[src/hw/rtl/etf_pkg.sv]
// Shared types and constants for the escape-time fractal point block.
// No dependencies; used by etf_csr, etf_iter and escape_time_fractal_point.
package etf_pkg;

   // Default build parameters
   localparam int MAX_ITER_DEF  = 255;
   localparam int FRAC_BITS_DEF = 20;
   localparam int FRAC_BITS_MAX = 28;

   // Field widths
   localparam int DATA_W   = 32;
   localparam int COUNT_W  = 8;
   localparam int RADIUS_W = 11;
   localparam int ADDR_W   = 2;
   localparam int LIMIT_W  = RADIUS_W + FRAC_BITS_MAX;
   localparam int PROD_W   = 2 * DATA_W;
   localparam int NEW_W    = PROD_W + 2;

   // Result code when the point never leaves the disk
   localparam logic [COUNT_W-1:0] NEVER_ESCAPED = 8'hFF;

   // Register reset values
   localparam logic                MODE_RESET   = 1'b1;
   localparam logic [DATA_W-1:0]   C_RE_RESET   = 32'hFFF9_999A; // -419430
   localparam logic [DATA_W-1:0]   C_IM_RESET   = 32'h0009_999A; //  629146
   localparam logic [RADIUS_W-1:0] RADIUS_RESET = 11'd1000;

   // Register map
   typedef enum logic [ADDR_W-1:0] {
      CSR_MANDEL_MODE   = 2'd0,
      CSR_JULIA_C_RE    = 2'd1,
      CSR_JULIA_C_IM    = 2'd2,
      CSR_ESCAPE_RADIUS = 2'd3
   } etf_csr_index_type;

   // Live configuration seen by the entry stage
   typedef struct packed {
      logic              mandel_mode;
      logic [DATA_W-1:0] c_re;
      logic [DATA_W-1:0] c_im;
   } etf_cfg_type;

   // Escape thresholds derived from the radius
   typedef struct packed {
      logic               mag_test;
      logic [LIMIT_W-1:0] limit;
      logic [PROD_W-1:0]  limit_sq;
   } etf_lim_type;

   // One point in flight between iteration units
   typedef struct packed {
      logic               valid;
      logic               done;
      logic [COUNT_W-1:0] count;
      logic [DATA_W-1:0]  zr;
      logic [DATA_W-1:0]  zi;
      logic [DATA_W-1:0]  cr;
      logic [DATA_W-1:0]  ci;
   } etf_item_type;

endpackage

[src/hw/rtl/etf_csr.sv]
// Configuration registers and derived escape thresholds.
// Depends on etf_pkg.
module etf_csr #(
   parameter int FRAC_BITS = etf_pkg::FRAC_BITS_DEF
) (
   input  logic                        clock,
   input  logic                        reset,
   input  logic                        csr_valid,
   output logic                        csr_ready,
   input  logic [etf_pkg::ADDR_W-1:0]  csr_addr,
   input  logic [etf_pkg::DATA_W-1:0]  csr_wdata,
   output etf_pkg::etf_cfg_type        cfg,
   output etf_pkg::etf_lim_type        lim
);

   localparam logic [31:0] MAG_BOUND = 32'(64'd1 << (32 - FRAC_BITS));

   logic                          mode_ff;
   logic [etf_pkg::DATA_W-1:0]    c_re_ff;
   logic [etf_pkg::DATA_W-1:0]    c_im_ff;
   logic [etf_pkg::RADIUS_W-1:0]  radius_ff;
   logic [2*etf_pkg::RADIUS_W-1:0] radius_sq;
   etf_pkg::etf_lim_type          lim_in;
   etf_pkg::etf_lim_type          lim_ff;

   assign csr_ready = 1'b1;

   // Register writes
   always_ff @(posedge clock) begin
      if (reset) begin
         mode_ff   <= etf_pkg::MODE_RESET;
         c_re_ff   <= etf_pkg::C_RE_RESET;
         c_im_ff   <= etf_pkg::C_IM_RESET;
         radius_ff <= etf_pkg::RADIUS_RESET;
      end else if (csr_valid) begin
         case (etf_pkg::etf_csr_index_type'(csr_addr))
            etf_pkg::CSR_MANDEL_MODE:   mode_ff   <= csr_wdata[0];
            etf_pkg::CSR_JULIA_C_RE:    c_re_ff   <= csr_wdata;
            etf_pkg::CSR_JULIA_C_IM:    c_im_ff   <= csr_wdata;
            etf_pkg::CSR_ESCAPE_RADIUS: radius_ff <= csr_wdata[etf_pkg::RADIUS_W-1:0];
            default: ;
         endcase
      end
   end

   // Thresholds: L = R << F, L^2 = R^2 << 2F (only used while L < 2^32)
   always_comb begin
      radius_sq       = radius_ff * radius_ff;
      lim_in.mag_test = 32'(radius_ff) < MAG_BOUND;
      lim_in.limit    = etf_pkg::LIMIT_W'(radius_ff) << FRAC_BITS;
      lim_in.limit_sq = etf_pkg::PROD_W'(radius_sq) << (2 * FRAC_BITS);
   end

   // Registered for timing; settles long before a point reaches the tests
   always_ff @(posedge clock) begin
      lim_ff <= lim_in;
   end

   assign lim = lim_ff;
   assign cfg.mandel_mode = mode_ff;
   assign cfg.c_re        = c_re_ff;
   assign cfg.c_im        = c_im_ff;

endmodule

[config.mk]
export PLATFORM = sky130hd
export DESIGN_NAME = etf_csr
export DESIGN_NICKNAME = d
export VERILOG_FILES = /design/src/hw/rtl/etf_pkg.sv /design/src/hw/rtl/etf_csr.sv
export SDC_FILE = /design/constraint.sdc
export NUM_CORES = 1
export LEC_CHECK = 0
export BUFFER_PORTS_ARGS = -buffer_cell sky130_fd_sc_hd__buf_2
export CORE_MARGIN = 2
export CORE_UTILIZATION = 40
export CTS_BUF_LIST = sky130_fd_sc_hd__clkbuf_2
export DETAILED_ROUTE_END_ITERATION = 8
export SLEW_MARGIN = 20
export SYNTH_ARGS = -nofsm -noshare
export SYNTH_HDL_FRONTEND = slang
export SYNTH_SLANG_ARGS = --single-unit
export TNS_END_PERCENT = 50
[constraint.sdc]
create_clock -name clock -period 13.15 [get_ports clock]
set_input_delay 0.6575 -clock clock [delete_from_list [all_inputs] [get_ports clock]]
set_output_delay 0.6575 -clock clock [all_outputs]
set_load 0.02 [all_outputs]
== Yosys cells after proc, flatten, opt, wreduce, memory -nomap -nowiden ==
Index checks and enable logic that the tools add are counted.
Storage, ports and cells
  register bits: 109
  bits of input ports: 37
  output and inout port bits: 170
Cells by class
  multipliers: 1
  equality and inequality tests: 3
  reductions and logical operators: 5
Operators with widths (number)
  11-bit by 11-bit multiplier with 22-bit output: 1
  2-bit AND reduction: 4
  2-bit == test (second input constant): 2
  2-bit by 1-bit == test with 1-bit output (second input constant): 1
  2-bit logical NOT: 1

== Depth between registers and ports, before layout ==
Gate-level depths: netlist of the first run.
  depth in word-level cells: 2
  mapped depth: 20

== Least setup slack after synthesis of the first run ==
OpenSTA, ideal clock, no wires.
  path type: flip-flop to flip-flop
  from: register radius_ff[8] in the netlist's numbering
  to: register lim_ff, in the netlist lim[60]
  library setup time: 128 ps
  data arrival time: 5086 ps
  required time: 13022 ps
  slack: 7935 ps
  cell stages (with the launch flop): 18
  clock period less this slack: 5215 ps
  path through: dfxtp_1 clkbuf_1 nand2_1 fa_1 fa_1 inv_1 fa_1 fa_1 inv_1 fa_1 inv_1 ha_1 buf_6 and3_4 and3_4 a311o_1 a2111oi_4 nor4_2
On the way
  cells in the longest elaborated chain, start to end: 1
RTL lines
  from (decl): RTL line etf_csr.sv:21  | logic [etf_pkg::RADIUS_W-1:0] radius_ff;
  from (signal assigned): RTL line etf_csr.sv:34  | radius_ff <= etf_pkg::RADIUS_RESET;
  from (signal assigned): RTL line etf_csr.sv:40  | etf_pkg::CSR_ESCAPE_RADIUS: radius_ff <= csr_wdata[etf_pkg::RADIUS_W-1:0];
  11-bit by 11-bit multiplier with 22-bit output: RTL line etf_csr.sv:48  | radius_sq = radius_ff * radius_ff;
  via radius_sq (one bit): RTL line etf_csr.sv:22  | logic [2*etf_pkg::RADIUS_W-1:0] radius_sq;
  to (signal assigned): RTL line etf_csr.sv:56  | lim_ff <= lim_in;
  to (decl): RTL line etf_csr.sv:24  | etf_pkg::etf_lim_type lim_ff;
The timed path passes the listed nets, and every way through them passes these cells.
A chain may end at the register's enable or synchronous reset.

== Final worst setup path of the first run ==
Ends and elaborated chain as after synthesis.

==> impl_results.md, run 1 <==
- Gate Count Post-Synth: 856
- Initial Util: 41.13%
- Row count: 49
- Predominant post-synthesis flop cell: dfxtp_1
- DR WL/cell: 13.25 um
- Layout overhead on the synthesized area: 8.863%
- Core ar.: 0.01809 sq mm
- Crit path launch type: flip-flop
- Placed standard-cell area: 0.007963 sq mm
- Slew @ Worst Pin: 855.0 ps
- Die height: 140.4 um
- Fillers: 1822
- Global Route Usage Sum: 15.95%
- Net switching power: 0.0007019 W
- Pleak: 4.146 nW
- Initial antenna violation count: 1
- Die ar.: 0.01971 sq mm
- Final Setup Violations: 0
- Synth Area per Inst: 8.691 sq um
- Resize count post-CTS: 0
- Cell area after layout: 0.008099 sq mm
- Worst path slowest cell: dfxtp_1
- Final nets: 1114
- Final WL: 15870 um
- Hold_buf cts: 0
- CTS Buffer Depth: 2
- Slew headroom: 42.40%
- Count of pins over their slew limit: 0
- I/O pins: 207
- Critical path cell sequence: nand2_1, fa_1, fa_1, inv_1, fa_1, fa_1, inv_1, fa_1, inv_1, ha_1, and3_4, and3_4, a311o_1, a2111oi_4, nor4_2
- Setup crit end kind: flip-flop
- Routed vias: 5514
- Comb pwr share: 63.1%
- Clk pwr share: 11.2%
- Synthesis Warnings: 0
- CTS buffer count: 9
- Hold Path Class: in2reg
- Unrepaired setup endpoints after global routing: false
- Tcrit/Tclk final: 41.14%
- Clock transition at path regs: 360 ps
- Status: finished clean
- GRT overflow: 0
- Clk_lat worst skew: 620 ps
- DR vias/cell: 4.607
- Crit path DAT: 5960 ps
- Sequential area share after synthesis: 28.79%
- Unique masters post-synth: 53
- Post-route DRC: 0
- EDFF count, synth: 0
- Worst VDD drop: 117.0 uV
- H-tree depth: 3
- Register share of total power: 25.8%
- CTS tree: built
- P per Cell Area: 183.8 mW/mm^2
- Internal power: 0.0007870 W
- Most frequent cells in the layout: nand2_1, buf_2, inv_1, dfxtp_1, conb_1
- Largest net degree at the start of global routing: 69
- DR iter-0 viols: 186
- Most common cell after layout, fill and taps aside: nand2_1
- Min Tclk post-route: 5409 ps
- Crit path largest cell delay: 720 ps
- First-pass GRT wire length: 25600 um
- Drt pass-1 iters: 4
- Clock Tree Root: clkbuf_2
- Maxcap violations: 0
- Fmax: 0.1849 GHz
- Kind of critical path: reg2reg
- Synth Cell Area: 0.007440 sq mm
- Worst reg-to-reg setup slack: 7740 ps
- Final HPWL DP: 12170 um
- Clock Sinks: 107
- Share of cells above drive strength 1: 17.29%
- Switching share of power: 47.14%
- Min Hold Slack: 199.7 ps
- CP most frequent cell: fa_1
- Total negative slack: 0 ps
- Critical path peak fanout: 15
- Vias in the first global route: 5177
- Clock skew: 22.84 ps
- Die span in x: 140.4 um
- Final Hold Viols: 0
- Critical path data required time: 13700 ps
- Synth Register Bits: 107
- Post-DRT Antenna Nets: 0
- Post-synth ARST share: 0%
- Number of post-CTS setup repair buffers: 0
- Number of port buffers: 133
- GPL Wtd Cong: 0.8348
[layout make-up]
class                      count  area [sq um]  area share, %
multi-input combinational    598          4433          54.74
sequential                   107          2142          26.45
timing repair buffer         137         695.7          8.590
inverter                     108         405.4          5.005
tap                          229         286.5          3.538
clock inverter                 7         86.33          1.066
clock buffer                   9         45.04         0.5562
antenna                        2         5.005        0.06180
[power groups by stage]
| stage | sequential [W] | combinational [W] | clock (W) |
|---|---|---|---|
| 3_5_place_dp | 0.000390 | 0.000931 | 0 |
| 4_1_cts | 0.000385 | 0.000942 | 0.000178 |
| 2_1_floorplan | 0.000429 | 0.000740 | 0 |
| 6_report | 0.000384 | 0.000939 | 0.000166 |
| 5_1_grt | 0.000388 | 0.00104 | 0.000192 |
| 3_3_place_gp | 0.000390 | 0.000929 | 0 |
[worst max-delay path, delay by kind of cell (launching register included)]
family	cells	cell delay (ps)
adders and majority gates	6	3040
AOI/OAI and AO/OA	2	760
DFF	1	720
and+or+nand+nor	4	700
buffers and inverters	3	140
[through the flow]
step	setup WS (ps)	power, W	std cells	util (%)
after floorplan	7935	0.001170	927	-
after global placement	7779	0.001319	1179	44.03
after detailed placement	7702	0.001321	1179	44.03
after CTS	7696	0.001504	1195	44.75
after global routing	7415	0.001621	1197	44.78
final	7741	0.001489	1197	44.78
[metal layers]
| metal | global-route usage, % | routed length (um) | vias to the layer above | part of all wire [%] |
|---|---|---|---|---|
| met5 | 0 | 0 | - | 0 |
| met4 | 3.668 | 140 | 0 | 0.88 |
| met3 | 5.162 | 1140 | 10 | 7.2 |
| met2 | 25.31 | 7340 | 161 | 46 |
| met1 | 21.30 | 7243 | 2592 | 46 |
| li1 | - | - | 2751 | - |
[logic make-up (layout without fill, tap and decap cells)]
| family | after synthesis | in the layout | share of synthesized area, % |
|---|---|---|---|
| AO/OA/AOI/OAI | 92 | 92 | 8.022 |
| multiplexers | 3 | 3 | 0.4205 |
| flip-flops | 107 | 107 | 28.79 |
| AND/OR/NAND/NOR | 294 | 294 | 19.21 |
| XOR/XNOR | 20 | 20 | 2.355 |
| buffers and inverters | 222 | 261 | 15.24 |
| adder cells (fa/ha/maj) | 116 | 116 | 25.87 |
| other | 2 | 75 | 0.1009 |
[final timing paths]
path | startpoint | to | cells after the start
setup / recovery | radius_ff[8]$_SDFFE_PP1P_ | lim[60]$_DFF_P_ | 15
hold / removal | csr_wdata[27] | c_im_ff[27]$_SDFFE_PP0P_ | 3
setup reg to reg | radius_ff[8]$_SDFFE_PP1P_ | lim[60]$_DFF_P_ | 15
hold reg to reg | c_re_ff[6]$_SDFFE_PP0P_ | c_re_ff[6]$_SDFFE_PP0P_ | 2
[state kept, by name (all words and copies together), names as in the netlist]
signal	count
c_im_ff	32
c_re_ff	32
lim	31
mode_ff	1
radius_ff	11
[Yosys cell counts, types with 3 or more instances]
library cell,n,share of area (%)
a211o_1,3,0.35
a21o_1,7,0.71
a21oi_1,51,3.4
a31oi_1,3,0.25
and2_1,32,2.7
and3_1,3,0.25
buf_4,76,7.7
clkbuf_1,36,1.8
dfxtp_1,107,29
fa_1,63,17
ha_1,53,8.9
inv_1,108,5.4
nand2_1,183,9.2
nand3_1,7,0.47
nand3b_1,38,3.8
nor2_1,8,0.40
nor2b_1,6,0.50
nor3b_1,3,0.30
o21ai_0,6,0.40
xnor2_1,13,1.5
xor2_1,7,0.82
Power figures use the tool's default switching activity.
==> run 2: changes to the inputs <==
==> constraint.sdc (replaced) <==
create_clock -name clock -period 5.6 [get_ports clock]
set_input_delay 0.28 -clock clock [delete_from_list [all_inputs] [get_ports clock]]
set_output_delay 0.28 -clock clock [all_outputs]
set_load 0.02 [all_outputs]
==> run 2 against run 1 <==
First-iteration DRC count up 28%. Utilization up 2.4 points. Combinational power up 140%. Register-to-register slack worse by 7400 ps. Via count up 2.2%. Global-route usage up 0.84 points. Final cell count up 3.7%. Power up 140%. Clock-buffer cell count unchanged. Critical path type unchanged. Largest cell class unchanged.
==> impl_results.md, run 2 (synthesis results as in run 1) <==
- Status: finished clean
- Area occupied by multi-input gates: 0.004433 sq mm
- M2 GR Usage: 26.47%
- H-tree depth: 3
- Crit path launch type: flip-flop
- Worst path slowest cell: dfxtp_1
- Total negative slack: 0 ps
- Pleak: 4.337 nW
- Placed standard-cell area: 0.008023 sq mm
- Critical path cell sequence: inv_1, nor2_1, fa_1, inv_1, fa_1, inv_1, fa_1, fa_1, inv_1, fa_1, inv_1, ha_1, and3_4, and3_4, a311o_1, a2111oi_4, nor4_2
- Initial Util: 41.13%
- Routed vias: 5633
- Final Hold Viols: 0
- Final Core Density: 47.16%
- P per Cell Area: 414.8 mW/mm^2
- Unrepaired setup endpoints after global routing: false
- Clock Sinks: 107
- Crit path from: radius_ff[4]$_SDFFE_PP0P_
- DR WL/cell: 13.24 um
- GPL Wtd Cong: 0.8247
- Worst Setup EP: lim[60]$_DFF_P_
- I/O pins: 207
- Reg2Reg Depth: 17
- Final HPWL DP: 12150 um
- CP top delay family: adder cells
- CTS tree: built
- Resize count post-CTS: 0
- Slew @ Worst Pin: 677.9 ps
- DP Worst Slack: 372.2 ps
- Initial antenna violation count: 1
- Worst reg2reg endpoint: lim[60]$_DFF_P_
- Worst VDD drop: 258.7 uV
- Number of post-CTS setup repair buffers: 0
- Layout overhead on the synthesized area: 14.65%
- Largest net degree at the start of global routing: 66
- Non-Filler Instances: 1241
- Post-route DRC: 0
- Slack of the critical path: 365.0 ps
- Global Route Usage Sum: 16.79%
- Final Setup Violations: 0
- First-pass GRT wire length: 26940 um
- Reg2reg start: radius_ff[4]$_SDFFE_PP0P_
- Maxcap violations: 0
- Core ar.: 0.01809 sq mm
- Drt pass-1 iters: 6
- Clock Tree Root: clkbuf_2
- Critical path data required time: 6190 ps
- Count of pins over their slew limit: 0
- Die ar.: 0.01971 sq mm
- Worst Path Buf+Inv: 5
- Clk_lat worst skew: 670 ps
- CTS buffer count: 9
- Kind of critical path: reg2reg
- Most frequent cells in the layout: nand2_1, buf_2, inv_1, dfxtp_1, conb_1
- Crit path DAT: 5820 ps
- Clock transition at path regs: 370 ps
- Critical Path Stages: 17
- Vias in the first global route: 5400
- Setup crit end kind: flip-flop
- Fillers: 1763
- DR iter-0 viols: 238
- Most common cell after layout, fill and taps aside: nand2_1
- Final nets: 1159
- Min Tclk post-route: 5235 ps
- Die height: 140.4 um
- CTS Buffer Depth: 2
- Placed instance count: 1187
- GRT overflow: 0
- Number of port buffers: 133
- Crit path largest cell delay: 620 ps
- Die span in x: 140.4 um
- GR peak layer: met2
- FF+latch area: 0.002142 sq mm
- Tcrit/Tclk final: 93.48%
- Met3 Use GR: 3.556%
- Share of cells above drive strength 1: 17.31%
- Worst reg-to-reg setup slack: 360 ps
- Met1 usage: 22.88%
- Critical path peak fanout: 12
- Hold Path Class: in2reg
- Slew headroom: 54.80%
- DR vias/cell: 4.539
- Post-DRT Antenna Nets: 0
- Clock skew: 26.82 ps
- Cell area after layout: 0.008529 sq mm
- Row count: 49
- Final WL: 16430 um
- Fmax: 0.1910 GHz
run 2: cell types whose count changed in the layout (fill, tap and decap cells not counted), sizes merged:
| cell | previous run | this run |
|---|---|---|
| dlygate4sd3 | 0 | 37 |
| buf | 137 | 145 |
| diode | 2 | 1 |
run 2: worst min-delay path by stage:
stage / startpoint / to / slack, ps / cells past startpoint
after floorplan: radius_ff[4]$_SDFFE_PP0P_ / lim[88]$_DFF_P_ / 350 / 0
after global placement: c_im_ff[25]$_SDFFE_PP0P_ / c_im_ff[25]$_SDFFE_PP0P_ / 440 / 2
after detailed placement: c_re_ff[10]$_SDFFE_PP0P_ / c_re_ff[10]$_SDFFE_PP0P_ / 440 / 2
after CTS: csr_valid / mode_ff$_SDFFE_PP1P_ / 30 / 4
after global routing: csr_valid / c_re_ff[8]$_SDFFE_PP1P_ / 70 / 5
final: csr_valid / mode_ff$_SDFFE_PP1P_ / 80 / 4
run 2: metrics by stage:
step                power, W  hold slack (ps)
finish              0.003538            75.57
global route        0.003861            65.01
CTS                 0.003553            27.81
detailed placement  0.003098            444.5
global placement    0.003098            440.7
floorplan           0.002747            349.2
run 2: layer usage:
metal,vias up,wire [um],share of wire [%]
met3,22,851,5.2
met1,2629,7720,47
met4,0,326,2.0
met2,147,7533,46
met5,-,0,0
li1,2835,-,-
run 2: power by group:
group          switching (W)  internal (W)  total [W]  leakage (nW)
registers          0.0000274      0.000869   0.000896         0.878
clock network       0.000329     0.0000843   0.000413        0.0792
logic                0.00132      0.000913    0.00223          3.38
total                0.00167       0.00187    0.00354          4.34
run 2: layout make-up:
| cell class | instances | area share [%] |
|---|---|---|
| Timing Repair Buffer | 182 | 13.20 |
| Multi-Input combinational cell | 598 | 51.97 |
| Inverter | 108 | 4.753 |
| Tap cell | 229 | 3.359 |
| Clock buffer | 9 | 0.5281 |
| Antenna cell | 1 | 0.02934 |
| Clock inverter | 7 | 1.042 |
| Sequential cell | 107 | 25.11 |
run 2: tightest hold or removal path: stages:
cell and delay [ps]:
buf_2 130, nor3b_1 150, nor2b_1 110, a211o_1 100
run 2: repair_timing:
item | 4_1_cts | 5_1_grt
setup endpoints to repair | 0 | 0
hold endpoints to repair | 76 | 0
hold buffers | 37 | 0
